<file path="src/hw/rtl/vfm_pkg.sv">
// Shared types, constants and corner geometry for the voxel face mesher.
package vfm_pkg;

  // Field widths fixed by the item format
  localparam int NUM_W   = 12;
  localparam int VN_W    = 17;
  localparam int FACE_W  = 3;
  localparam int CORN_W  = 2;
  localparam int POS_W   = 7;
  localparam int COL_W   = 2;
  localparam int NUM_FACES = 6;

  // Item kinds
  localparam logic KIND_WRITE = 1'b0;
  localparam logic KIND_MESH  = 1'b1;

  // Map row read selectors: center row, then the four row neighbors
  typedef logic [2:0] sel_t;
  localparam sel_t SEL_C  = 3'd0;
  localparam sel_t SEL_XP = 3'd1;
  localparam sel_t SEL_XM = 3'd2;
  localparam sel_t SEL_ZP = 3'd3;
  localparam sel_t SEL_ZM = 3'd4;

  // Face codes
  localparam logic [FACE_W-1:0] FACE_XP = 3'd0;
  localparam logic [FACE_W-1:0] FACE_XM = 3'd1;
  localparam logic [FACE_W-1:0] FACE_YP = 3'd2;
  localparam logic [FACE_W-1:0] FACE_YM = 3'd3;
  localparam logic [FACE_W-1:0] FACE_ZP = 3'd4;
  localparam logic [FACE_W-1:0] FACE_ZM = 3'd5;

  // Corner codes
  localparam logic [CORN_W-1:0] CORN_P0 = 2'd0;
  localparam logic [CORN_W-1:0] CORN_P1 = 2'd1;
  localparam logic [CORN_W-1:0] CORN_N0 = 2'd2;
  localparam logic [CORN_W-1:0] CORN_N1 = 2'd3;

  // Small signed vector, components in -1..1
  typedef struct packed {
    logic signed [1:0] a;
    logic signed [1:0] b;
    logic signed [1:0] c;
  } vec3_t;

  // Controller to datapath commands
  typedef struct packed {
    logic load;
    logic clr;
    logic rd_en;
    sel_t rd_sel;
    logic wb;
    logic emit_init;
    logic emit_step;
  } cmd_t;

  // Datapath to controller status
  typedef struct packed {
    logic kind;
    logic in_range;
    logic center;
    logic any_exposed;
    logic fin;
    logic clr_done;
  } stat_t;

  function automatic vec3_t face_normal(input logic [FACE_W-1:0] f);
    vec3_t v;
    v = '0;
    case (f)
      FACE_XP: v.a = 2'sd1;
      FACE_XM: v.a = -2'sd1;
      FACE_YP: v.b = 2'sd1;
      FACE_YM: v.b = -2'sd1;
      FACE_ZP: v.c = 2'sd1;
      FACE_ZM: v.c = -2'sd1;
      default: v = '0;
    endcase
    return v;
  endfunction

  // p0 = n x ex + n x ey + n x ez, p1 = n x p0; corners p0, p1, -p0, -p1
  function automatic vec3_t corner_offset(input logic [FACE_W-1:0] f,
                                          input logic [CORN_W-1:0] k);
    vec3_t nv;
    vec3_t r;
    int na, nb, nc;
    int p0a, p0b, p0c;
    int p1a, p1b, p1c;
    int ra, rb, rc;
    nv  = face_normal(f);
    na  = int'(nv.a);
    nb  = int'(nv.b);
    nc  = int'(nv.c);
    p0a = nb - nc;
    p0b = nc - na;
    p0c = na - nb;
    p1a = nb * p0c - p0b * nc;
    p1b = nc * p0a - p0c * na;
    p1c = na * p0b - p0a * nb;
    case (k)
      CORN_P0: begin ra = p0a;  rb = p0b;  rc = p0c;  end
      CORN_P1: begin ra = p1a;  rb = p1b;  rc = p1c;  end
      CORN_N0: begin ra = -p0a; rb = -p0b; rc = -p0c; end
      default: begin ra = -p1a; rb = -p1b; rc = -p1c; end
    endcase
    r.a = 2'(ra);
    r.b = 2'(rb);
    r.c = 2'(rc);
    return r;
  endfunction

endpackage

</file>
<file path="src/hw/rtl/vfm_divc.sv">
// Two-stage divider of a cell address by a constant: reciprocal multiply, one correction.
module vfm_divc #(
  parameter int D = 16
) (
  input  logic                        clk,
  input  logic [vfm_pkg::NUM_W-1:0]   num,
  output logic [vfm_pkg::NUM_W-1:0]   quot,
  output logic [vfm_pkg::NUM_W-1:0]   rem
);

  localparam int NW = vfm_pkg::NUM_W;
  localparam int S  = 16;
  localparam int M  = (1 << S) / D;

  logic [NW+S-1:0] prod;
  logic [NW-1:0]   q0_r;
  logic [NW-1:0]   num_r;
  logic [NW-1:0]   qd;
  logic [NW-1:0]   r0;
  logic            fix;
  logic [NW-1:0]   quot_r;
  logic [NW-1:0]   rem_r;

  // Stage 1: estimate, never above the true quotient and at most one below
  assign prod = (NW+S)'(num) * (NW+S)'(M);

  always_ff @(posedge clk) begin
    q0_r  <= prod[NW+S-1:S];
    num_r <= num;
  end

  // Stage 2: remainder and single correction step
  assign qd  = q0_r * NW'(D);
  assign r0  = num_r - qd;
  assign fix = (r0 >= NW'(D));

  always_ff @(posedge clk) begin
    quot_r <= fix ? q0_r + NW'(1) : q0_r;
    rem_r  <= fix ? r0 - NW'(D) : r0;
  end

  assign quot = quot_r;
  assign rem  = rem_r;

endmodule

</file>
<file path="src/hw/rtl/vfm_dp.sv">
// Datapath: item registers, address decode, solid map rows, neighbor capture, vertex output.
module vfm_dp #(
  parameter int CHUNK_EDGE = 16
) (
  input  logic                                clk,
  input  logic                                rst_n,
  input  vfm_pkg::cmd_t                       cmd,
  output vfm_pkg::stat_t                      st,
  input  logic                                in_kind,
  input  logic [vfm_pkg::NUM_W-1:0]           in_cell_index,
  input  logic                                in_solid,
  output logic                                out_valid,
  output logic [vfm_pkg::VN_W-1:0]            out_vertex_number,
  output logic [vfm_pkg::FACE_W-1:0]          out_face_dir,
  output logic [vfm_pkg::CORN_W-1:0]          out_corner,
  output logic signed [vfm_pkg::POS_W-1:0]    out_pos_x2,
  output logic signed [vfm_pkg::POS_W-1:0]    out_pos_y2,
  output logic signed [vfm_pkg::POS_W-1:0]    out_pos_z2,
  output logic [vfm_pkg::COL_W-1:0]           out_col_r2,
  output logic [vfm_pkg::COL_W-1:0]           out_col_g2,
  output logic [vfm_pkg::COL_W-1:0]           out_col_b2,
  output logic                                out_last
);

  localparam int E     = CHUNK_EDGE;
  localparam int ROWS  = E * E;
  localparam int CELLS = ROWS * E;
  localparam int RAW   = $clog2(ROWS);
  localparam int CW    = $clog2(E);
  localparam int NW    = vfm_pkg::NUM_W;
  localparam int NF    = vfm_pkg::NUM_FACES;

  // Latched item
  logic          kind_r;
  logic [NW-1:0] idx_r;
  logic          solid_r;

  always_ff @(posedge clk) begin
    if (cmd.load) begin
      kind_r  <= in_kind;
      idx_r   <= in_cell_index;
      solid_r <= in_solid;
    end
  end

  // Address decode: idx = row*E + y, row = z*E + x
  logic [NW-1:0] q1, r1, q2, r2;

  vfm_divc #(.D(E)) u_div_row (
    .clk  (clk),
    .num  (idx_r),
    .quot (q1),
    .rem  (r1)
  );

  vfm_divc #(.D(E)) u_div_col (
    .clk  (clk),
    .num  (q1),
    .quot (q2),
    .rem  (r2)
  );

  logic [RAW-1:0] row;
  logic [CW-1:0]  y, x, z;
  logic           in_range;

  assign row      = q1[RAW-1:0];
  assign y        = r1[CW-1:0];
  assign x        = r2[CW-1:0];
  assign z        = q2[CW-1:0];
  assign in_range = (int'(idx_r) < CELLS);

  // Read address of the selected row and whether that row lies inside the chunk
  logic [RAW-1:0] rd_addr;
  logic           rd_inb;

  always_comb begin
    unique case (cmd.rd_sel)
      vfm_pkg::SEL_C: begin
        rd_addr = row;
        rd_inb  = 1'b1;
      end
      vfm_pkg::SEL_XP: begin
        rd_addr = row + RAW'(1);
        rd_inb  = (x != CW'(E - 1));
      end
      vfm_pkg::SEL_XM: begin
        rd_addr = row - RAW'(1);
        rd_inb  = (x != '0);
      end
      vfm_pkg::SEL_ZP: begin
        rd_addr = row + RAW'(E);
        rd_inb  = (z != CW'(E - 1));
      end
      vfm_pkg::SEL_ZM: begin
        rd_addr = row - RAW'(E);
        rd_inb  = (z != '0);
      end
      default: begin
        rd_addr = row;
        rd_inb  = 1'b0;
      end
    endcase
  end

  // Clear sweep counter, one row per cycle after reset
  logic [RAW-1:0] clr_r;

  always_ff @(posedge clk) begin
    if (!rst_n) begin
      clr_r <= '0;
    end else if (cmd.clr) begin
      clr_r <= clr_r + RAW'(1);
    end
  end

  // Solid map: one row of E cells (all y) per entry
  logic [E-1:0]   mem [ROWS];
  logic [E-1:0]   rd_data_r;
  logic [E-1:0]   wr_merge;
  logic           wr_en;
  logic [RAW-1:0] wr_addr;
  logic [E-1:0]   wr_data;

  always_comb begin
    for (int i = 0; i < E; i++) begin
      wr_merge[i] = (CW'(i) == y) ? solid_r : rd_data_r[i];
    end
  end

  assign wr_en   = cmd.clr | (cmd.wb & in_range);
  assign wr_addr = cmd.clr ? clr_r : row;
  assign wr_data = cmd.clr ? '0 : wr_merge;

  always_ff @(posedge clk) begin
    if (wr_en) begin
      mem[wr_addr] <= wr_data;
    end
    if (cmd.rd_en) begin
      rd_data_r <= mem[rd_addr];
    end
  end

  // Tag travels with each read so the returning row lands in the right place
  logic                tag_vld_r;
  vfm_pkg::sel_t       tag_r;
  logic                tag_inb_r;

  always_ff @(posedge clk) begin
    if (!rst_n) begin
      tag_vld_r <= 1'b0;
    end else begin
      tag_vld_r <= cmd.rd_en;
    end
  end

  always_ff @(posedge clk) begin
    if (cmd.rd_en) begin
      tag_r     <= cmd.rd_sel;
      tag_inb_r <= rd_inb;
    end
  end

  // Neighbor capture: solid bits in face order +x,-x,+y,-y,+z,-z
  logic          ctr_r;
  logic [NF-1:0] nbs_r;
  logic          bit_c, bit_yp, bit_ym;

  assign bit_c  = rd_data_r[y];
  assign bit_yp = (y != CW'(E - 1)) ? rd_data_r[y + CW'(1)] : 1'b0;
  assign bit_ym = (y != '0) ? rd_data_r[y - CW'(1)] : 1'b0;

  always_ff @(posedge clk) begin
    if (tag_vld_r) begin
      case (tag_r)
        vfm_pkg::SEL_C: begin
          ctr_r    <= bit_c;
          nbs_r[2] <= bit_yp;
          nbs_r[3] <= bit_ym;
        end
        vfm_pkg::SEL_XP: nbs_r[0] <= tag_inb_r & bit_c;
        vfm_pkg::SEL_XM: nbs_r[1] <= tag_inb_r & bit_c;
        vfm_pkg::SEL_ZP: nbs_r[4] <= tag_inb_r & bit_c;
        vfm_pkg::SEL_ZM: nbs_r[5] <= tag_inb_r & bit_c;
        default: ;
      endcase
    end
  end

  // Face walk: hit on an exposed face, and whether any exposed face follows it
  logic [NF-1:0]               exposed;
  logic [vfm_pkg::FACE_W-1:0]  face_r;
  logic [vfm_pkg::CORN_W-1:0]  corner_r;
  logic                        hit;
  logic                        any_above;
  logic                        fin;

  assign exposed = ~nbs_r;

  always_comb begin
    hit       = 1'b0;
    any_above = 1'b0;
    for (int i = 0; i < NF; i++) begin
      if (face_r == vfm_pkg::FACE_W'(i)) hit = exposed[i];
      if (vfm_pkg::FACE_W'(i) > face_r) any_above = any_above | exposed[i];
    end
  end

  assign fin = hit && (corner_r == vfm_pkg::CORN_N1) && !any_above;

  always_ff @(posedge clk) begin
    if (!rst_n) begin
      face_r   <= '0;
      corner_r <= '0;
    end else if (cmd.emit_init) begin
      face_r   <= '0;
      corner_r <= '0;
    end else if (cmd.emit_step) begin
      if (hit) begin
        corner_r <= corner_r + vfm_pkg::CORN_W'(1);
        if (corner_r == vfm_pkg::CORN_N1) face_r <= face_r + vfm_pkg::FACE_W'(1);
      end else begin
        face_r <= face_r + vfm_pkg::FACE_W'(1);
      end
    end
  end

  // Running vertex count: cleared by writes, bumped per vertex
  logic [vfm_pkg::VN_W-1:0] vcnt_r;

  always_ff @(posedge clk) begin
    if (!rst_n) begin
      vcnt_r <= '0;
    end else if (cmd.wb) begin
      vcnt_r <= '0;
    end else if (cmd.emit_step && hit) begin
      vcnt_r <= vcnt_r + vfm_pkg::VN_W'(1);
    end
  end

  // Vertex geometry in half units: 2*cell + n + p
  vfm_pkg::vec3_t nv, po;
  logic [7:0]     px, py, pz;

  assign nv = vfm_pkg::face_normal(face_r);
  assign po = vfm_pkg::corner_offset(face_r, corner_r);
  assign px = (8'(x) << 1) + 8'(nv.a) + 8'(po.a);
  assign py = (8'(y) << 1) + 8'(nv.b) + 8'(po.b);
  assign pz = (8'(z) << 1) + 8'(nv.c) + 8'(po.c);

  // Output register, one strobe per vertex
  logic out_valid_r;

  always_ff @(posedge clk) begin
    if (!rst_n) begin
      out_valid_r <= 1'b0;
    end else begin
      out_valid_r <= cmd.emit_step && hit;
    end
  end

  always_ff @(posedge clk) begin
    if (cmd.emit_step && hit) begin
      out_vertex_number <= vcnt_r;
      out_face_dir      <= face_r;
      out_corner        <= corner_r;
      out_pos_x2        <= px[vfm_pkg::POS_W-1:0];
      out_pos_y2        <= py[vfm_pkg::POS_W-1:0];
      out_pos_z2        <= pz[vfm_pkg::POS_W-1:0];
      out_col_r2        <= 2'(nv.a) + 2'd1;
      out_col_g2        <= 2'(nv.b) + 2'd1;
      out_col_b2        <= 2'(nv.c) + 2'd1;
      out_last          <= fin;
    end
  end

  assign out_valid = out_valid_r;

  // Status back to the controller
  always_comb begin
    st.kind        = kind_r;
    st.in_range    = in_range;
    st.center      = ctr_r;
    st.any_exposed = |exposed;
    st.fin         = fin;
    st.clr_done    = (clr_r == RAW'(ROWS - 1));
  end

  // Every strobe comes from a step of the face walk
  a_strobe_src: assert property (@(posedge clk) disable iff (!rst_n)
    out_valid_r |-> $past(cmd.emit_step))
    else $error("vertex strobe without an emit step");

  // Nothing follows the final vertex of an item directly
  a_last_gap: assert property (@(posedge clk) disable iff (!rst_n)
    out_valid_r && out_last |=> !out_valid_r)
    else $error("vertex strobe right after a last vertex");

  // Back-to-back vertices of one item carry consecutive numbers
  a_vn_seq: assert property (@(posedge clk) disable iff (!rst_n)
    out_valid_r && $past(out_valid_r) && !$past(out_last) |->
      out_vertex_number == $past(out_vertex_number) + vfm_pkg::VN_W'(1))
    else $error("vertex numbers not consecutive");

endmodule

</file>
<file path="src/hw/rtl/vfm_ctrl.sv">
// Controller: sequences clear sweep, decode wait, map reads, write-back and face walk.
module vfm_ctrl (
  input  logic            clk,
  input  logic            rst_n,
  input  logic            start,
  output logic            busy,
  input  vfm_pkg::stat_t  st,
  output vfm_pkg::cmd_t   cmd
);

  localparam logic [2:0] S_IDLE  = 3'd0;
  localparam logic [2:0] S_CLEAR = 3'd1;
  localparam logic [2:0] S_DEC   = 3'd2;
  localparam logic [2:0] S_RD    = 3'd3;
  localparam logic [2:0] S_WB    = 3'd4;
  localparam logic [2:0] S_CAP   = 3'd5;
  localparam logic [2:0] S_EVAL  = 3'd6;
  localparam logic [2:0] S_EMIT  = 3'd7;

  localparam logic [2:0] DEC_LAST = 3'd3;
  localparam logic [2:0] RD_LAST  = 3'd4;

  logic [2:0] state_r, state_nxt;
  logic [2:0] cnt_r, cnt_nxt;

  // Next state and commands
  always_comb begin
    state_nxt = state_r;
    cnt_nxt   = cnt_r;
    cmd       = '0;
    unique case (state_r)
      S_IDLE: begin
        if (start) begin
          cmd.load  = 1'b1;
          cnt_nxt   = '0;
          state_nxt = S_DEC;
        end
      end
      S_CLEAR: begin
        cmd.clr = 1'b1;
        if (st.clr_done) state_nxt = S_IDLE;
      end
      S_DEC: begin
        cnt_nxt = cnt_r + 3'd1;
        if (cnt_r == DEC_LAST) begin
          cnt_nxt   = '0;
          state_nxt = S_RD;
        end
      end
      S_RD: begin
        if (st.kind == vfm_pkg::KIND_WRITE) begin
          cmd.rd_en  = 1'b1;
          cmd.rd_sel = vfm_pkg::SEL_C;
          state_nxt  = S_WB;
        end else if (!st.in_range) begin
          state_nxt = S_IDLE;
        end else begin
          // selectors are numbered in read order, center row first
          cmd.rd_en  = 1'b1;
          cmd.rd_sel = cnt_r;
          cnt_nxt    = cnt_r + 3'd1;
          if (cnt_r == RD_LAST) state_nxt = S_CAP;
        end
      end
      S_WB: begin
        cmd.wb    = 1'b1;
        state_nxt = S_IDLE;
      end
      S_CAP: begin
        state_nxt = S_EVAL;
      end
      S_EVAL: begin
        if (st.center && st.any_exposed) begin
          cmd.emit_init = 1'b1;
          state_nxt     = S_EMIT;
        end else begin
          state_nxt = S_IDLE;
        end
      end
      S_EMIT: begin
        cmd.emit_step = 1'b1;
        if (st.fin) state_nxt = S_IDLE;
      end
      default: state_nxt = S_IDLE;
    endcase
  end

  always_ff @(posedge clk) begin
    if (!rst_n) begin
      state_r <= S_CLEAR;
      cnt_r   <= '0;
    end else begin
      state_r <= state_nxt;
      cnt_r   <= cnt_nxt;
    end
  end

  assign busy = (state_r != S_IDLE);

  // An idle block issues no map or emit traffic
  a_idle_quiet: assert property (@(posedge clk) disable iff (!rst_n)
    !busy |-> !cmd.rd_en && !cmd.emit_step && !cmd.wb && !cmd.clr)
    else $error("map or emit command while idle");

  // A map write-back always follows the read of its row
  a_wb_after_rd: assert property (@(posedge clk) disable iff (!rst_n)
    cmd.wb |-> $past(cmd.rd_en) && $past(cmd.rd_sel) == vfm_pkg::SEL_C)
    else $error("write-back without a preceding row read");

  // An accepted item is never taken during the clear sweep
  a_no_load_clear: assert property (@(posedge clk) disable iff (!rst_n)
    cmd.load |-> $past(state_r) != S_CLEAR || $past(st.clr_done))
    else $error("item accepted before the clear sweep finished");

endmodule

</file>
<file path="src/hw/rtl/voxel_face_mesher.sv">
// Top level of the voxel face mesher: controller plus datapath.
//
// Command-style input: an item is taken at a clock edge with start high and
// busy low. in_kind selects a cell write (0) or a cell mesh (1).
// Results come out one vertex per strobe: out_valid is high for exactly one
// cycle per vertex and the receiver takes it then; it cannot stall the block.
// out_last marks the final vertex of a mesh item.
// After reset the block sweeps the solid map to air, one row of CHUNK_EDGE
// cells per cycle, all CHUNK_EDGE*CHUNK_EDGE rows (256 at the default size);
// busy stays high during the sweep. The vertex count resets to zero.
// A write item keeps busy high through address decode, a row read and the
// row write-back, and gives no result.
// A mesh item passes through address decode, five single-port row reads,
// capture and evaluation, then the face walk, which takes one vertex or
// one skipped face at a time up to the last exposed face.
// The single map read port and one vertex per cycle set the rate.
// busy drops while the final vertex is still on the result ports.
module voxel_face_mesher #(
  parameter int CHUNK_EDGE = 16
) (
  input  logic                                clk,
  input  logic                                rst_n,
  input  logic                                start,
  output logic                                busy,
  input  logic                                in_kind,
  input  logic [vfm_pkg::NUM_W-1:0]           in_cell_index,
  input  logic                                in_solid,
  output logic                                out_valid,
  output logic [vfm_pkg::VN_W-1:0]            out_vertex_number,
  output logic [vfm_pkg::FACE_W-1:0]          out_face_dir,
  output logic [vfm_pkg::CORN_W-1:0]          out_corner,
  output logic signed [vfm_pkg::POS_W-1:0]    out_pos_x2,
  output logic signed [vfm_pkg::POS_W-1:0]    out_pos_y2,
  output logic signed [vfm_pkg::POS_W-1:0]    out_pos_z2,
  output logic [vfm_pkg::COL_W-1:0]           out_col_r2,
  output logic [vfm_pkg::COL_W-1:0]           out_col_g2,
  output logic [vfm_pkg::COL_W-1:0]           out_col_b2,
  output logic                                out_last
);

  vfm_pkg::cmd_t  cmd;
  vfm_pkg::stat_t st;

  // Sequencer
  vfm_ctrl u_ctrl (
    .clk   (clk),
    .rst_n (rst_n),
    .start (start),
    .busy  (busy),
    .st    (st),
    .cmd   (cmd)
  );

  // Map, decode and vertex generation
  vfm_dp #(.CHUNK_EDGE(CHUNK_EDGE)) u_dp (
    .clk               (clk),
    .rst_n             (rst_n),
    .cmd               (cmd),
    .st                (st),
    .in_kind           (in_kind),
    .in_cell_index     (in_cell_index),
    .in_solid          (in_solid),
    .out_valid         (out_valid),
    .out_vertex_number (out_vertex_number),
    .out_face_dir      (out_face_dir),
    .out_corner        (out_corner),
    .out_pos_x2        (out_pos_x2),
    .out_pos_y2        (out_pos_y2),
    .out_pos_z2        (out_pos_z2),
    .out_col_r2        (out_col_r2),
    .out_col_g2        (out_col_g2),
    .out_col_b2        (out_col_b2),
    .out_last          (out_last)
  );

endmodule
</file>
<file path="config.mk">
export PLATFORM = sky130hd
export DESIGN_NAME = voxel_face_mesher
export DESIGN_NICKNAME = d
export VERILOG_FILES = /design/src/hw/rtl/vfm_pkg.sv /design/src/hw/rtl/vfm_divc.sv /design/src/hw/rtl/vfm_dp.sv /design/src/hw/rtl/vfm_ctrl.sv /design/src/hw/rtl/voxel_face_mesher.sv
export SDC_FILE = /design/constraint.sdc
export NUM_CORES = 2
export LEC_CHECK = 0
export BUFFER_PORTS_ARGS = -buffer_cell sky130_fd_sc_hd__buf_4
export CORE_UTILIZATION = 27
export DETAILED_ROUTE_END_ITERATION = 16
export PLACE_DENSITY = 0.44
export SLEW_MARGIN = 20
export SYNTH_ARGS = -nofsm -noshare
export SYNTH_HDL_FRONTEND = slang
export SYNTH_SLANG_ARGS = --single-unit
</file>
<file path="constraint.sdc">
create_clock -name clk -period 9.35 [get_ports clk]
set_input_delay 2.3375 -clock clk [delete_from_list [all_inputs] [get_ports clk]]
set_output_delay 2.3375 -clock clk [all_outputs]
set_load 0.02 [all_outputs]
</file>
==> tab_implementation.tex <==
\begin{tabular}{lr}
\hline
Metric & Value \\
\hline
\multicolumn{2}{l}{\textbf{Die}} \\
\quad Core footprint & around 640000 um\^{}2 \\
\quad Initial standard-cell utilization of the core & between 20\% and 30\% \\
\quad Io pins & 69 \\
\quad Die area & between 600000 and 700000 um\^{}2 \\
\quad Floorplan die width & 806 um \\
\quad Vertical die dimension & approximately 810 um \\
\quad Site row count & 295 \\
\multicolumn{2}{l}{\textbf{Critical path}} \\
\quad Critical path class & flop to flop \\
\quad Most frequent cell on the critical path & sky130\_fd\_sc\_hd\_\_buf\_4 \\
\quad Cell-by-cell trace of the critical path & buf\_4 > nand4b\_1 > buf\_4 > nor4\_2 > buf\_4 > fa\_4 > nor2b\_1 > nand3\_4 > nand2\_8 > buf\_4 > nand2\_1 > a311oi\_1 > a21oi\_1 > a211oi\_1 > a31oi\_1 > nor3\_1 \\
\quad Critical path data arrival time & about 8600 ps \\
\quad Startpoint kind of the worst setup timing path & flop \\
\quad Largest driver fanout on the critical path & 62 \\
\quad Required arrival time at the worst endpoint & 10230 ps \\
\quad Critical path capture point type & flop \\
\quad Maximum cell stage delay along the critical path & 1100 ps \\
\quad Slowest stage cell, crit path & sky130\_fd\_sc\_hd\_\_fa\_4 \\
\multicolumn{2}{l}{\textbf{Placement}} \\
\quad RePlAce Congestion & 0.845 \\
\quad Port buffer count & between 60 and 70 \\
\quad Number of placed cells counting well taps & between 15000 and 20000 \\
\quad Post-placement setup slack & $\sim$1700 ps \\
\quad Total half-perimeter wirelength after legalization and detailed placement & 412000 um \\
\multicolumn{2}{l}{\textbf{GRT}} \\
\quad Wire length of the first global-routing pass & approximately 900000 um \\
\quad All-Layer GR Usage & between 20\% and 30\% \\
\quad Maximum number of pins on one net before global-route repair & around 180 \\
\quad GRT Residual Overflow & 0 \\
\quad Number of antenna violations at the first check in global routing & 66 \\
\quad Number of global-route vias before repair & 106470 \\
\multicolumn{2}{l}{\textbf{Timing}} \\
\quad Final Hold Fails & 0 \\
\quad Final clock period utilization by the worst path & just over 80\% \\
\quad Fin. max-slew vios & 0 \\
\quad Worst slew margin & 11.3\% \\
\quad RSZ-0062 raised after global routing & false \\
\quad Number of setup violations in the final report & 0 \\
\quad Fmax achieved & $\sim$130 MHz \\
\quad Final hold slack & between 300 and 400 ps \\
\quad Total negative slack for setup checks & 0 ps \\
\quad Transition time at the pin with the least slew margin & roughly 1300 ps \\
\quad Clock tree skew after final layout & between 80 and 90 ps \\
\quad Final period demand of the worst path & a little under 8000 ps \\
\quad Post-route worst setup slack & $\sim$1600 ps \\
\multicolumn{2}{l}{\textbf{Clock network}} \\
\quad Clock tree from TritonCTS & done \\
\quad Resized cells post-CTS & 0 \\
\quad Count of clock tree sinks & roughly 4300 \\
\quad Clock transition time at the flip-flop clock pins of the worst setup and hold paths & roughly 60 ps \\
\quad CTS max path bufs & 4 \\
\quad Setup repair bufs after CTS & 0 \\
\quad Num CTS Buffers & $\sim$460 \\
\quad Hold-fix buffer count after cts & 0 \\
\quad Insertion delay of the later-clocked pin in the worst-skew pair & approximately 1100 ps \\
\quad Clock root buffer & sky130\_fd\_sc\_hd\_\_clkbuf\_16 \\
\quad Count of H-tree levels built during CTS & 5 \\
\multicolumn{2}{l}{\textbf{Yosys}} \\
\quad Post-synthesis sequential element count & around 4300 \\
\quad Share of flip-flops with an asynchronous set or reset & 0\% \\
\quad Sequential element share of the synthesized area & 72.9\% \\
\quad Dominant register cell in the synthesized netlist & sky130\_fd\_sc\_hd\_\_edfxtp\_1 \\
\quad Yosys cell types & about 110 \\
\quad Syn. warnings & 0 \\
\quad Cell area after synthesis & 175000 um\^{}2 \\
\quad Syn Nets & approximately 12000 \\
\quad Number of enable-type register cells in the synthesized netlist & roughly 4200 \\
\quad Post-synthesis instance total & 11488 \\
\quad Per-instance average area after synthesis & about 15 um\^{}2 \\
\multicolumn{2}{l}{\textbf{Route}} \\
\quad DRT iter0 DRCs & 14493 \\
\quad Number of vias in the routed layout & 112451 \\
\quad Residual DRC & 0 \\
\quad Final routed wirelength across all metal layers & around 680000 um \\
\quad ANT nets after route & 0 \\
\quad Post-DR wirelength/cell & around 33 um \\
\quad TritonRoute pass-1 iters & 8 \\
\quad Detail-routed via count per cell & roughly 5.4 \\
\multicolumn{2}{l}{\textbf{Power}} \\
\quad Post-layout total power & roughly 40 mW \\
\quad Highest ir drop seen on vdd & between 0.00015 and 0.0002 V \\
\quad Pwr Density & between 150 and 200 nW/um\^{}2 \\
\quad Leakage & 65.4 nW \\
\multicolumn{2}{l}{\textbf{Worst hold path}} \\
\quad Class of the tightest hold or removal check & flop to flop \\
\multicolumn{2}{l}{\textbf{Final layout}} \\
\quad Non-filler instance count after layout & 20816 \\
\quad Post-synthesis to final-layout area growth & 16.3\% \\
\quad Count of nets after finishing & 11870 \\
\quad Fraction of final layout cells with drive strength greater than 1 & around 15\% \\
\multicolumn{2}{l}{\textbf{Status}} \\
\quad Result of the run & complete, no violations \\
\multicolumn{2}{l}{\textbf{Flow run}} \\
\quad Number of maximum-capacitance constraint violations & 0 \\
\hline
\end{tabular}
==> layout make-up <==
cell class | count | area (um^2)
fill | 63346 | 442000
sequential | 4265 | 127000
multi-input combinational | 6284 | 44100
clock buffer | 569 | 11900
tap | 8613 | 10800
timing repair buffer | 680 | 5820
clock inverter | 289 | 2910
inverter | 83 | 319
antenna | 33 | 82.6
==> where the power goes <==
group          internal (mW)  switching [mW]  total (mW)
registers               20.7         0.00944        20.7
clock network           10.1            8.00        18.1
logic                 0.0232          0.0998       0.123
total                   30.9            8.11        39.0
==> per-stage QoR <==
| stage | util (%) | cell area [um^2] |
|---|---|---|
| 3_3_place_gp | 29.2 | 188000 |
| 3_5_place_dp | 29.2 | 188000 |
| 4_1_cts | 31.5 | 203000 |
| 6_report | 31.5 | 203000 |
| 5_1_grt | 31.5 | 203000 |
| 2_1_floorplan | - | 175000 |
==> Yosys cell counts (55+ instances only) <==
library cell / n / share of area, %
sky130_fd_sc_hd__edfxtp_1: 4187 / 72
sky130_fd_sc_hd__nand2_1: 966 / 2.1
sky130_fd_sc_hd__nor2_1: 605 / 1.3
sky130_fd_sc_hd__mux2i_1: 556 / 3.2
sky130_fd_sc_hd__o22ai_1: 515 / 1.8
sky130_fd_sc_hd__buf_2: 370 / 1.1
sky130_fd_sc_hd__a21oi_1: 368 / 1.1
sky130_fd_sc_hd__o21ai_0: 326 / 0.93
sky130_fd_sc_hd__nand3_1: 316 / 0.91
sky130_fd_sc_hd__clkbuf_1: 313 / 0.67
sky130_fd_sc_hd__nor3_1: 181 / 0.52
sky130_fd_sc_hd__a211oi_1: 177 / 0.76
sky130_fd_sc_hd__a31oi_1: 172 / 0.62
sky130_fd_sc_hd__a221oi_1: 149 / 0.75
sky130_fd_sc_hd__mux4_2: 136 / 1.8
sky130_fd_sc_hd__and3_1: 133 / 0.48
sky130_fd_sc_hd__o221ai_1: 129 / 0.65
sky130_fd_sc_hd__a22oi_1: 104 / 0.45
sky130_fd_sc_hd__nor4_1: 95 / 0.34
sky130_fd_sc_hd__mux2_2: 92 / 0.59
sky130_fd_sc_hd__buf_1: 87 / 0.19
sky130_fd_sc_hd__a222oi_1: 83 / 0.48
sky130_fd_sc_hd__o22a_1: 81 / 0.41
sky130_fd_sc_hd__inv_1: 80 / 0.17
sky130_fd_sc_hd__dfxtp_1: 78 / 0.89
sky130_fd_sc_hd__nand4_1: 78 / 0.28
sky130_fd_sc_hd__nor2b_1: 77 / 0.28
sky130_fd_sc_hd__a2111oi_0: 76 / 0.38
sky130_fd_sc_hd__o211ai_1: 75 / 0.32
sky130_fd_sc_hd__ha_1: 60 / 0.43
sky130_fd_sc_hd__a311oi_1: 55 / 0.28
sky130_fd_sc_hd__buf_4: 55 / 0.24
==> path summary, 6_finish.rpt <==
kind | endpoint | start | slack, ps | cells past startpoint
min reg2reg | u_dp.u_div_col.rem[0] | u_dp.u_div_col.num_r[0] | 320 | 0
max | u_dp.rd_data_r[12] | u_ctrl.state_r[2] | 1600 | 16
max reg2reg | u_dp.rd_data_r[12] | u_ctrl.state_r[2] | 1600 | 16
min | u_dp.u_div_col.rem[0] | u_dp.u_div_col.num_r[0] | 320 | 0
==> worst max-delay path: cells and delay by family (launching register included) <==
family	cells	cell delay, ps
buffers and inverters	4	1190
adders and majority gates	1	1100
and+or+nand+nor	7	2790
DFF	1	320
AOI/OAI and AO/OA	4	2090
==> state kept, by name (all words and copies together) (netlist names), 4 cells and up <==
register and flops:
u_dp.mem 4096, u_dp.out_vertex_number 17, u_dp.vcnt_r 17, u_dp.rd_data_r 16
u_dp.idx_r 12, u_dp.u_div_row.num_r 11, u_dp.clr_r 8, u_dp.u_div_col.num_r 8
u_dp.u_div_row.quot 8, u_dp.out_pos_x2 7, u_dp.out_pos_y2 7, u_dp.out_pos_z2 7
u_dp.nbs_r 6, u_dp.u_div_col.quot 4, u_dp.u_div_col.rem 4, u_dp.u_div_row.rem 4
==> logic make-up after synthesis <==
family          synth area share [%]
flops                           72.9
compound gates                  11.0
fa+ha+maj                      0.659
mux                             5.59
xor+xnor                       0.329
simple gates                    6.98
buf+inv                         2.54
==> layout by cell type (no fill, tap or decap), types with 78 or more instances in the layout <==
master	count
sky130_fd_sc_hd__nor2_2	79
sky130_fd_sc_hd__clkinv_1	122
sky130_fd_sc_hd__o21ai_0	325
sky130_fd_sc_hd__inv_1	79
sky130_fd_sc_hd__nand3_1	315
sky130_fd_sc_hd__o221ai_1	129
sky130_fd_sc_hd__clkbuf_1	107
sky130_fd_sc_hd__nor4_1	94
sky130_fd_sc_hd__o22ai_1	513
sky130_fd_sc_hd__mux2i_1	555
sky130_fd_sc_hd__a22oi_1	104
sky130_fd_sc_hd__mux4_2	136
sky130_fd_sc_hd__a21oi_1	355
sky130_fd_sc_hd__edfxtp_1	4187
sky130_fd_sc_hd__clkinv_2	89
sky130_fd_sc_hd__and3_1	133
sky130_fd_sc_hd__a222oi_1	83
sky130_fd_sc_hd__nand4_1	78
sky130_fd_sc_hd__a221oi_1	149
sky130_fd_sc_hd__buf_4	627
sky130_fd_sc_hd__nor3_1	173
sky130_fd_sc_hd__a211oi_1	175
sky130_fd_sc_hd__o22a_1	81
sky130_fd_sc_hd__nor2_1	490
sky130_fd_sc_hd__clkbuf_16	460
sky130_fd_sc_hd__nand2_1	944
sky130_fd_sc_hd__a31oi_1	169
sky130_fd_sc_hd__mux2_2	92
==> metal layers <==
metal  global-route usage [%]  routed length (um)
met1                     28.2              295000
met2                     30.9              303000
met3                     3.53               52800
met4                     7.30               27000
met5                        0                  69
(Power assumes the default switching activity.)
